**config.mk**
```make
export PLATFORM = sky130hd
export DESIGN_NAME = drum_trigger_step_sequencer_core
export DESIGN_NICKNAME = d
export VERILOG_FILES = /design/src/rtl/dtss_pkg.sv /design/src/rtl/dtss_pattern_rom.sv /design/src/rtl/drum_trigger_step_sequencer_core.sv
export SDC_FILE = /design/constraint.sdc
export NUM_CORES = 1
export LEC_CHECK = 0
export BUFFER_PORTS_ARGS = -buffer_cell sky130_fd_sc_hd__buf_2
export CAP_MARGIN = 20
export CELL_PAD_IN_SITES_DETAIL_PLACEMENT = 2
export CELL_PAD_IN_SITES_GLOBAL_PLACEMENT = 2
export CORE_MARGIN = 4
export CORE_UTILIZATION = 36
export CTS_BUF_LIST = sky130_fd_sc_hd__clkbuf_16
export DETAILED_ROUTE_END_ITERATION = 6
export GPL_ROUTABILITY_DRIVEN = 1
export PLACE_DENSITY = 0.89
export REMOVE_ABC_BUFFERS = 1
export SKIP_CTS_REPAIR_TIMING = 1
export SYNTH_ARGS = -nofsm -noshare
export SYNTH_HDL_FRONTEND = slang
export SYNTH_SLANG_ARGS = --single-unit
```
**constraint.sdc**
```tcl
create_clock -name clk -period 5.26 [get_ports clk]
set_clock_uncertainty 0.05 [all_clocks]
set_input_delay 0.263 -clock clk [delete_from_list [all_inputs] [get_ports clk]]
set_output_delay 0.263 -clock clk [all_outputs]
set_load 0.05 [all_outputs]
```
**src/rtl/dtss_pkg.sv**
```systemverilog
package dtss_pkg;

  localparam int ROM_DEPTH_DEFAULT = 256;
  localparam int PATTERN_LEN = 216;
  localparam int TABLE_IDX_W = 8;
  localparam int BASE_W = 8;
  localparam int STEP_W = 6;
  localparam int SUM_W = 9;
  localparam int TRIG_W = 7;
  localparam int SEL_W = 3;

  localparam logic [STEP_W-1:0] LIMIT_RESET = 6'd15;
  localparam logic [STEP_W-1:0] LEN_MAX_WIDE = 6'd63;
  localparam logic [STEP_W-1:0] LEN_MAX_SHORT = 6'd15;
  localparam logic [STEP_W-1:0] LEN_SKIPPED = 6'd62;

  localparam logic [TRIG_W-1:0] PATTERN_TABLE [PATTERN_LEN] = '{
    7'd5, 7'd0, 7'd5, 7'd0, 7'd6, 7'd0, 7'd4, 7'd0,
    7'd4, 7'd16, 7'd5, 7'd16, 7'd6, 7'd0, 7'd8, 7'd0,
    7'd5, 7'd0, 7'd4, 7'd0, 7'd6, 7'd0, 7'd4, 7'd0,
    7'd5, 7'd1, 7'd4, 7'd0, 7'd6, 7'd0, 7'd4, 7'd0,
    7'd8, 7'd0, 7'd10, 7'd12, 7'd0, 7'd8, 7'd8, 7'd0,
    7'd8, 7'd12, 7'd0, 7'd9, 7'd8, 7'd0, 7'd10, 7'd12,
    7'd0, 7'd9, 7'd10, 7'd0, 7'd8, 7'd12, 7'd0, 7'd8,
    7'd5, 7'd0, 7'd4, 7'd1, 7'd6, 7'd0, 7'd4, 7'd0,
    7'd4, 7'd0, 7'd5, 7'd0, 7'd6, 7'd0, 7'd4, 7'd0,
    7'd5, 7'd0, 7'd4, 7'd1, 7'd6, 7'd0, 7'd4, 7'd0,
    7'd4, 7'd0, 7'd5, 7'd0, 7'd6, 7'd0, 7'd4, 7'd2,
    7'd3, 7'd0, 7'd12, 7'd0, 7'd7, 7'd0, 7'd12, 7'd0,
    7'd5, 7'd0, 7'd12, 7'd0, 7'd7, 7'd0, 7'd12, 7'd2,
    7'd5, 7'd0, 7'd4, 7'd0, 7'd6, 7'd0, 7'd4, 7'd4,
    7'd4, 7'd4, 7'd4, 7'd1, 7'd4, 7'd2, 7'd4, 7'd0,
    7'd5, 7'd0, 7'd4, 7'd0, 7'd4, 7'd0, 7'd4, 7'd0,
    7'd20, 7'd0, 7'd4, 7'd0, 7'd5, 7'd0, 7'd4, 7'd0,
    7'd4, 7'd0, 7'd4, 7'd0, 7'd5, 7'd0, 7'd4, 7'd4,
    7'd20, 7'd0, 7'd4, 7'd0, 7'd6, 7'd0, 7'd6, 7'd0,
    7'd1, 7'd4, 7'd4, 7'd4, 7'd3, 7'd4, 7'd4, 7'd4,
    7'd5, 7'd4, 7'd8, 7'd4, 7'd7, 7'd4, 7'd0, 7'd20,
    7'd5, 7'd0, 7'd4, 7'd4, 7'd3, 7'd4, 7'd4, 7'd4,
    7'd1, 7'd4, 7'd4, 7'd4, 7'd15, 7'd0, 7'd12, 7'd4,
    7'd1, 7'd4, 7'd4, 7'd4, 7'd3, 7'd4, 7'd4, 7'd4,
    7'd5, 7'd4, 7'd0, 7'd4, 7'd7, 7'd20, 7'd4, 7'd4,
    7'd5, 7'd0, 7'd4, 7'd4, 7'd7, 7'd4, 7'd4, 7'd0,
    7'd5, 7'd4, 7'd4, 7'd8, 7'd7, 7'd12, 7'd6, 7'd4
  };

  function automatic logic [BASE_W-1:0] sel_base(input logic [SEL_W-1:0] sel);
    logic [BASE_W-1:0] base;
    unique case (sel)
      3'd0: base = 8'd0;
      3'd1: base = 8'd16;
      3'd2: base = 8'd32;
      3'd3: base = 8'd56;
      3'd4: base = 8'd88;
      3'd5: base = 8'd104;
      3'd6: base = 8'd120;
      default: base = 8'd152;
    endcase
    return base;
  endfunction

  function automatic logic [STEP_W-1:0] sel_max(input logic [SEL_W-1:0] sel);
    logic [STEP_W-1:0] maxlen;
    unique case (sel)
      3'd0, 3'd1, 3'd4, 3'd5: maxlen = 6'd15;
      3'd2: maxlen = 6'd23;
      3'd3, 3'd6: maxlen = 6'd31;
      default: maxlen = 6'd63;
    endcase
    return maxlen;
  endfunction

endpackage

```
**src/rtl/dtss_pattern_rom.sv**
```systemverilog
module dtss_pattern_rom #(
  parameter int ROM_DEPTH = dtss_pkg::ROM_DEPTH_DEFAULT
) (
  input  logic                         clk,
  input  logic                         rd_en,
  input  logic [dtss_pkg::SUM_W-1:0]   rd_addr,
  output logic [dtss_pkg::TRIG_W-1:0]  rd_data
);

  localparam int AW = $clog2(ROM_DEPTH + 1);
  localparam int XW = (AW > dtss_pkg::SUM_W) ? AW : dtss_pkg::SUM_W;

  logic [XW-1:0] addr_x;
  logic [dtss_pkg::TRIG_W-1:0] word;

  assign addr_x = XW'(rd_addr);

  always_comb begin
    word = '0;
    if (addr_x < XW'(dtss_pkg::PATTERN_LEN)) begin
      word = dtss_pkg::PATTERN_TABLE[addr_x[dtss_pkg::TABLE_IDX_W-1:0]];
    end
  end

  // Addresses at or beyond the depth read as zero.
  always_ff @(posedge clk) begin
    if (rd_en) begin
      if (addr_x < XW'(ROM_DEPTH)) begin
        rd_data <= word;
      end else begin
        rd_data <= '0;
      end
    end
  end

endmodule

```
**src/rtl/drum_trigger_step_sequencer_core.sv**
```systemverilog
// An accepted clock edge passes through the registered ROM read and then the output register.
// Throughput: one item per cycle while the output is not stalled; an item with no clock change produces no result.
// Reset is synchronous and active high; it clears the pipeline, the last clock level,
// the step position and the pattern base, and sets the step limit to 15.
module drum_trigger_step_sequencer_core #(
  parameter int ROM_DEPTH = dtss_pkg::ROM_DEPTH_DEFAULT
) (
  input  logic                          clk,
  input  logic                          rst,
  input  logic                          in_valid,
  output logic                          in_ready,
  input  logic                          clock_level,
  input  logic [7:0]                    pot_pattern,
  input  logic [7:0]                    pot_length,
  output logic                          out_valid,
  input  logic                          out_ready,
  output logic                          kick,
  output logic                          snare,
  output logic                          hihat,
  output logic                          open_hat,
  output logic                          clap,
  output logic                          extra_one,
  output logic                          extra_two,
  output logic [dtss_pkg::STEP_W-1:0]   step_index
);

  logic                          last_clock;
  logic [dtss_pkg::STEP_W-1:0]   step_position;
  logic [dtss_pkg::BASE_W-1:0]   pattern_base;
  logic [dtss_pkg::STEP_W-1:0]   step_limit;

  logic                          s1_valid;
  logic                          s1_rise;
  logic [dtss_pkg::STEP_W-1:0]   s1_step;

  logic                          in_fire;
  logic                          is_edge;
  logic                          is_rise;
  logic                          out_load;
  logic [dtss_pkg::STEP_W:0]     pos_inc;
  logic [dtss_pkg::STEP_W-1:0]   step_position_next;
  logic [dtss_pkg::SUM_W-1:0]    rom_addr;
  logic [dtss_pkg::TRIG_W-1:0]   rom_data;
  logic [dtss_pkg::TRIG_W-1:0]   trig;

  logic [dtss_pkg::SEL_W-1:0]    sel;
  logic [dtss_pkg::STEP_W-1:0]   max_len;
  logic [dtss_pkg::STEP_W-1:0]   raw_len;
  logic [dtss_pkg::STEP_W-1:0]   clamp_len;
  logic [dtss_pkg::STEP_W-1:0]   step_limit_next;

  assign out_load = s1_valid && (!out_valid || out_ready);
  assign in_ready = !s1_valid || out_load;
  assign in_fire  = in_valid && in_ready;
  assign is_edge  = clock_level != last_clock;
  assign is_rise  = is_edge && clock_level;

  always_comb begin
    pos_inc = {1'b0, step_position} + 7'd1;
    if (pos_inc > {1'b0, step_limit}) begin
      step_position_next = '0;
    end else begin
      step_position_next = pos_inc[dtss_pkg::STEP_W-1:0];
    end
  end

  assign rom_addr = dtss_pkg::SUM_W'(pattern_base) + dtss_pkg::SUM_W'(step_position_next);

  always_comb begin
    sel = pot_pattern[7:5];
    max_len = dtss_pkg::sel_max(sel);
    priority if (max_len == dtss_pkg::LEN_MAX_WIDE) begin
      raw_len = pot_length[7:2];
    end else if (max_len == dtss_pkg::LEN_MAX_SHORT) begin
      raw_len = {2'b00, pot_length[7:4]};
    end else begin
      raw_len = {1'b0, pot_length[7:3]};
    end
    clamp_len = (raw_len > max_len) ? max_len : raw_len;
    if (clamp_len == dtss_pkg::LEN_SKIPPED) begin
      step_limit_next = dtss_pkg::LEN_MAX_WIDE;
    end else begin
      step_limit_next = clamp_len;
    end
  end

  dtss_pattern_rom #(
    .ROM_DEPTH(ROM_DEPTH)
  ) u_rom (
    .clk    (clk),
    .rd_en  (in_fire && is_rise),
    .rd_addr(rom_addr),
    .rd_data(rom_data)
  );

  always_ff @(posedge clk) begin
    if (rst) begin
      last_clock    <= 1'b0;
      step_position <= '0;
      pattern_base  <= '0;
      step_limit    <= dtss_pkg::LIMIT_RESET;
    end else if (in_fire && is_edge) begin
      last_clock   <= clock_level;
      pattern_base <= dtss_pkg::sel_base(sel);
      step_limit   <= step_limit_next;
      if (is_rise) begin
        step_position <= step_position_next;
      end
    end
  end

  always_ff @(posedge clk) begin
    if (rst) begin
      s1_valid <= 1'b0;
    end else if (in_fire && is_edge) begin
      s1_valid <= 1'b1;
    end else if (out_load) begin
      s1_valid <= 1'b0;
    end
  end

  always_ff @(posedge clk) begin
    if (in_fire && is_edge) begin
      s1_rise <= is_rise;
      s1_step <= is_rise ? step_position_next : '0;
    end
  end

  assign trig = s1_rise ? rom_data : '0;

  always_ff @(posedge clk) begin
    if (rst) begin
      out_valid <= 1'b0;
    end else if (out_load) begin
      out_valid <= 1'b1;
    end else if (out_ready) begin
      out_valid <= 1'b0;
    end
  end

  always_ff @(posedge clk) begin
    if (out_load) begin
      kick       <= trig[0];
      snare      <= trig[1];
      hihat      <= trig[2];
      open_hat   <= trig[3];
      clap       <= trig[4];
      extra_one  <= trig[5];
      extra_two  <= trig[6];
      step_index <= s1_step;
    end
  end

  a_reset_clears_output: assert property (@(posedge clk) rst |=> !out_valid)
    else $error("Output valid after reset.");

  a_no_edge_holds_step: assert property (@(posedge clk) disable iff (rst)
    in_fire && !is_edge |=> $stable(step_position) && $stable(step_limit))
    else $error("Step state changed without a clock edge.");

  a_edge_enters_stage: assert property (@(posedge clk) disable iff (rst)
    in_fire && is_edge |=> s1_valid)
    else $error("Clock edge transfer did not reach the pipeline.");

  a_limit_skips_62: assert property (@(posedge clk) disable iff (rst)
    step_limit != dtss_pkg::LEN_SKIPPED)
    else $error("Step limit holds a skipped length.");

  a_fall_zero_step: assert property (@(posedge clk) disable iff (rst)
    s1_valid && !s1_rise |-> s1_step == '0)
    else $error("Falling edge result carries a nonzero step.");

endmodule

```
==> insert_results.sql <==
INSERT INTO impl_metrics (metric_group, metric, value, unit) VALUES
('critical_path', 'startpoint_type', 'flop', ''),
('timing', 'setup_repair_after_global_routing_missed_its_margin', 'no', ''),
('routing', 'postRouteAntennaNets', '0', ''),
('clock_tree', 'clock_root_buffer', 'sky130_fd_sc_hd__clkbuf_16', ''),
('clock_tree', 'clk_latency', '300', 'ps'),
('layout', 'design.final.nets', '435', ''),
('synth', 'yosys_register_bits', '43', ''),
('timing', 'post-route-period-util', '95.0', '%'),
('synth', 'synth_adder_area_share', '8.18', '%'),
('critical_path', 'critPathMostFrequentCell', 'sky130_fd_sc_hd__ha_1', ''),
('clock_tree', 'htreeDepth', '2', ''),
('die', 'pin_count', '36', ''),
('synth', 'synth.cells.most_frequent', '43 x sky130_fd_sc_hd__nand2_1, 31 x sky130_fd_sc_hd__a21oi_1, 31 x sky130_fd_sc_hd__nor2_1', ''),
('routing', 'postRouteWirelength', '12.1', 'mm'),
('synth', 'synth_area_leaders', 'sky130_fd_sc_hd__edfxtp_1 22%, sky130_fd_sc_hd__dfxtp_1 13%, sky130_fd_sc_hd__ha_1 7.5%, sky130_fd_sc_hd__nand2_1 5.1%, sky130_fd_sc_hd__a21oi_1 4.9%', ''),
('critical_path', 'crit_path_end_kind', 'flop', ''),
('global_routing', 'grt_first_pass_wirelength', '19.0', 'mm'),
('critical_path', 'slowest_stage_delay_on_critical_path', '460', 'ps'),
('timing', 'max_clock_freq', '200', 'MHz'),
('layout', 'antennaDiodeCount', '0', ''),
('synth', 'synth_simple_gate_area_share', '21.1', '%'),
('synth', 'yosys.area_share.xor_xnor', '3.93', '%'),
('place', 'placement.io_buffers', '26', ''),
('synth', 'synth-edff-count', '23', ''),
('critical_path', 'peak_fanout_along_the_critical_path', '8', ''),
('synth', 'synthDominantAreaCellType', 'sky130_fd_sc_hd__edfxtp_1', ''),
('clock_tree', 'cts.path.max_buffers', '2', ''),
('global_routing', 'global_route_usage_over_all_layers', '24.0', '%'),
('synth', 'synth.mux.area_fraction', '2.30', '%'),
('flow_run', 'maxCapViolations', '0', ''),
('die', 'rows', '33', ''),
('timing', 'timing.final.max_slew_violations', '0', ''),
('routing', 'count_of_tritonroute_iterations_in_the_first_routing_pass', '5', ''),
('global_routing', 'grt.met2_usage', '42.8', '%'),
('clock_tree', 'cts.clk_slew.worst_paths', '70', 'ps'),
('timing', 'timing_worst_slew_pin_value', '878', 'ps'),
('die', 'design.die.area', '10300', 'sq um'),
('global_routing', 'met1_track_demand_over_resource_in_global_routing', '29.4', '%'),
('critical_path', 'cp_slowest_cell', 'sky130_fd_sc_hd__fa_1', ''),
('synth', 'fraction_of_the_yosys_area_taken_by_sequential_cells', '34.6', '%'),
('synth', 'synthDistinctLibCells', '63', ''),
('global_routing', 'grt_max_degree', '34', ''),
('clock_tree', 'numCtsBuffers', '5', ''),
('layout', 'synthToLayoutAreaGrowth', '13.4', '%'),
('place', 'hpwl', '8.38', 'mm'),
('routing', 'dr_total_vias', '3161', ''),
('routing', 'remaining_drc_errors', '0', ''),
('timing', 'final_critical_path_setup_slack', '261', 'ps'),
('power', 'power_leakage', '1.45', 'nW'),
('global_routing', 'met3_track_utilization_from_global_routing', '3.51', '%'),
('power', 'vdd.ir_drop.worst', '0.000115', 'V'),
('die', 'core_region_area', '8380', 'sq um'),
('power', 'power_total', '906', 'uW'),
('synth', 'postSynth.topFlopCell', 'sky130_fd_sc_hd__edfxtp_1', ''),
('synth', 'library_cell_with_the_highest_instance_count_after_synthesis', 'sky130_fd_sc_hd__nand2_1', ''),
('layout', 'instances_no_fill', '500', ''),
('power', 'power.density_cell_area', '254', 'nW/um^2'),
('routing', 'first_iteration_detailed_routing_drc_count', '347', ''),
('outcome', 'result_of_the_run', 'finished clean', ''),
('synth', 'syn_avg_cell_area', '8.47', 'sq um'),
('critical_path', 'critPathKind', 'reg -> reg', ''),
('global_routing', 'antenna_violations_before_repair', '0', ''),
('timing', 'period_needed', '5000', 'ps'),
('synth', 'post-synth-top-area-fraction', '21.9', '%'),
('timing', 'final.setup.tns', '0', 'ps'),
('timing', 'maxSlewHeadroom', '41.4', '%'),
('global_routing', 'global_route.peak_usage_layer', 'met2', ''),
('place', 'dp_cells', '492', ''),
('worst_hold_path', 'holdCritPathClass', 'in -> reg', ''),
('die', 'start_util', '37.6', '%'),
('die', 'chipWidth', '102', 'um');
worst paths after layout:
kind / slack (ps) / end / start / cells after the start
min reg2reg: 390 / step_index[2] / s1_step[2] / 0
max: 260 / u_rom.rd_data[2] / step_position[0] / 20
max reg2reg: 260 / u_rom.rd_data[2] / step_position[0] / 20
min: 180 / last_clock / clock_level / 3
layout by cell type (no fill, tap or decap), types with 6 or more instances in the layout:
cell                        n
sky130_fd_sc_hd__xnor2_1    6
sky130_fd_sc_hd__and2_1    11
sky130_fd_sc_hd__a31oi_1    9
sky130_fd_sc_hd__a21o_1     6
sky130_fd_sc_hd__o21ai_0    9
sky130_fd_sc_hd__edfxtp_1  23
sky130_fd_sc_hd__nand3_1   21
sky130_fd_sc_hd__a211oi_1  10
sky130_fd_sc_hd__a21oi_1   31
sky130_fd_sc_hd__nor2_1    30
sky130_fd_sc_hd__nand2_1   43
sky130_fd_sc_hd__ha_1      19
sky130_fd_sc_hd__and3_1     9
sky130_fd_sc_hd__dfxtp_1   20
sky130_fd_sc_hd__buf_4     12
sky130_fd_sc_hd__inv_1     17
sky130_fd_sc_hd__buf_2     26
sky130_fd_sc_hd__nor3_1     9
layer usage:
layer | wire [um] | vias up
met5 | 0 | -
met4 | 262 | 0
met3 | 634 | 30
met2 | 6260 | 131
met1 | 4940 | 1581
li1 | - | 1419
area by class of cell:
type	instances	area, sq um
Multi-Input combinational cell	287	1900
Clock inverter	3	22.5
Tap cell	105	131
Fill cell	909	4810
Sequential cell	43	1090
Clock buffer	5	125
Timing Repair Buffer	39	231
Inverter	18	67.6
sequential cells by signal, indices dropped and copies added (netlist names), 5 cells and up:
register	flops
pattern_base	5
s1_step	6
step_index	6
step_limit	6
step_position	6
u_rom.rd_data	5
cells by family (layout without fill, tap and decap cells):
kind of cell | Yosys count | in the layout
AO/OA/AOI/OAI | 106 | 106
XOR/XNOR | 12 | 12
adder cells (fa/ha/maj) | 20 | 20
buffers and inverters | 43 | 65
flip-flops | 43 | 43
multiplexers | 7 | 7
other | 1 | 2
AND/OR/NAND/NOR | 140 | 140
metrics by stage:
step	utilization (%)	area (sq um)
6_report	42.6	3570
5_1_grt	42.6	3570
4_1_cts	42.2	3540
3_5_place_dp	40.4	3390
3_3_place_gp	40.4	3390
2_1_floorplan	-	3030
where the power goes:
part	leakage, nW	internal [mW]	total [mW]	switching (mW)
Combinational	1.00	0.0619	0.199	0.138
Clock	0.0708	0.178	0.325	0.147
Sequential	0.381	0.372	0.382	0.00975
critical path, delay by kind of cell, from the launching register on:
| family | cells | cell delay (ps) |
|---|---|---|
| adders and majority gates | 4 | 1270 |
| DFF | 1 | 340 |
| buffers and inverters | 2 | 300 |
| xor gates and xnor gates | 2 | 380 |
| and+or+nand+nor | 4 | 620 |
| AOI/OAI and AO/OA | 8 | 1770 |
No activity file was read; power rests on OpenSTA's default activity.
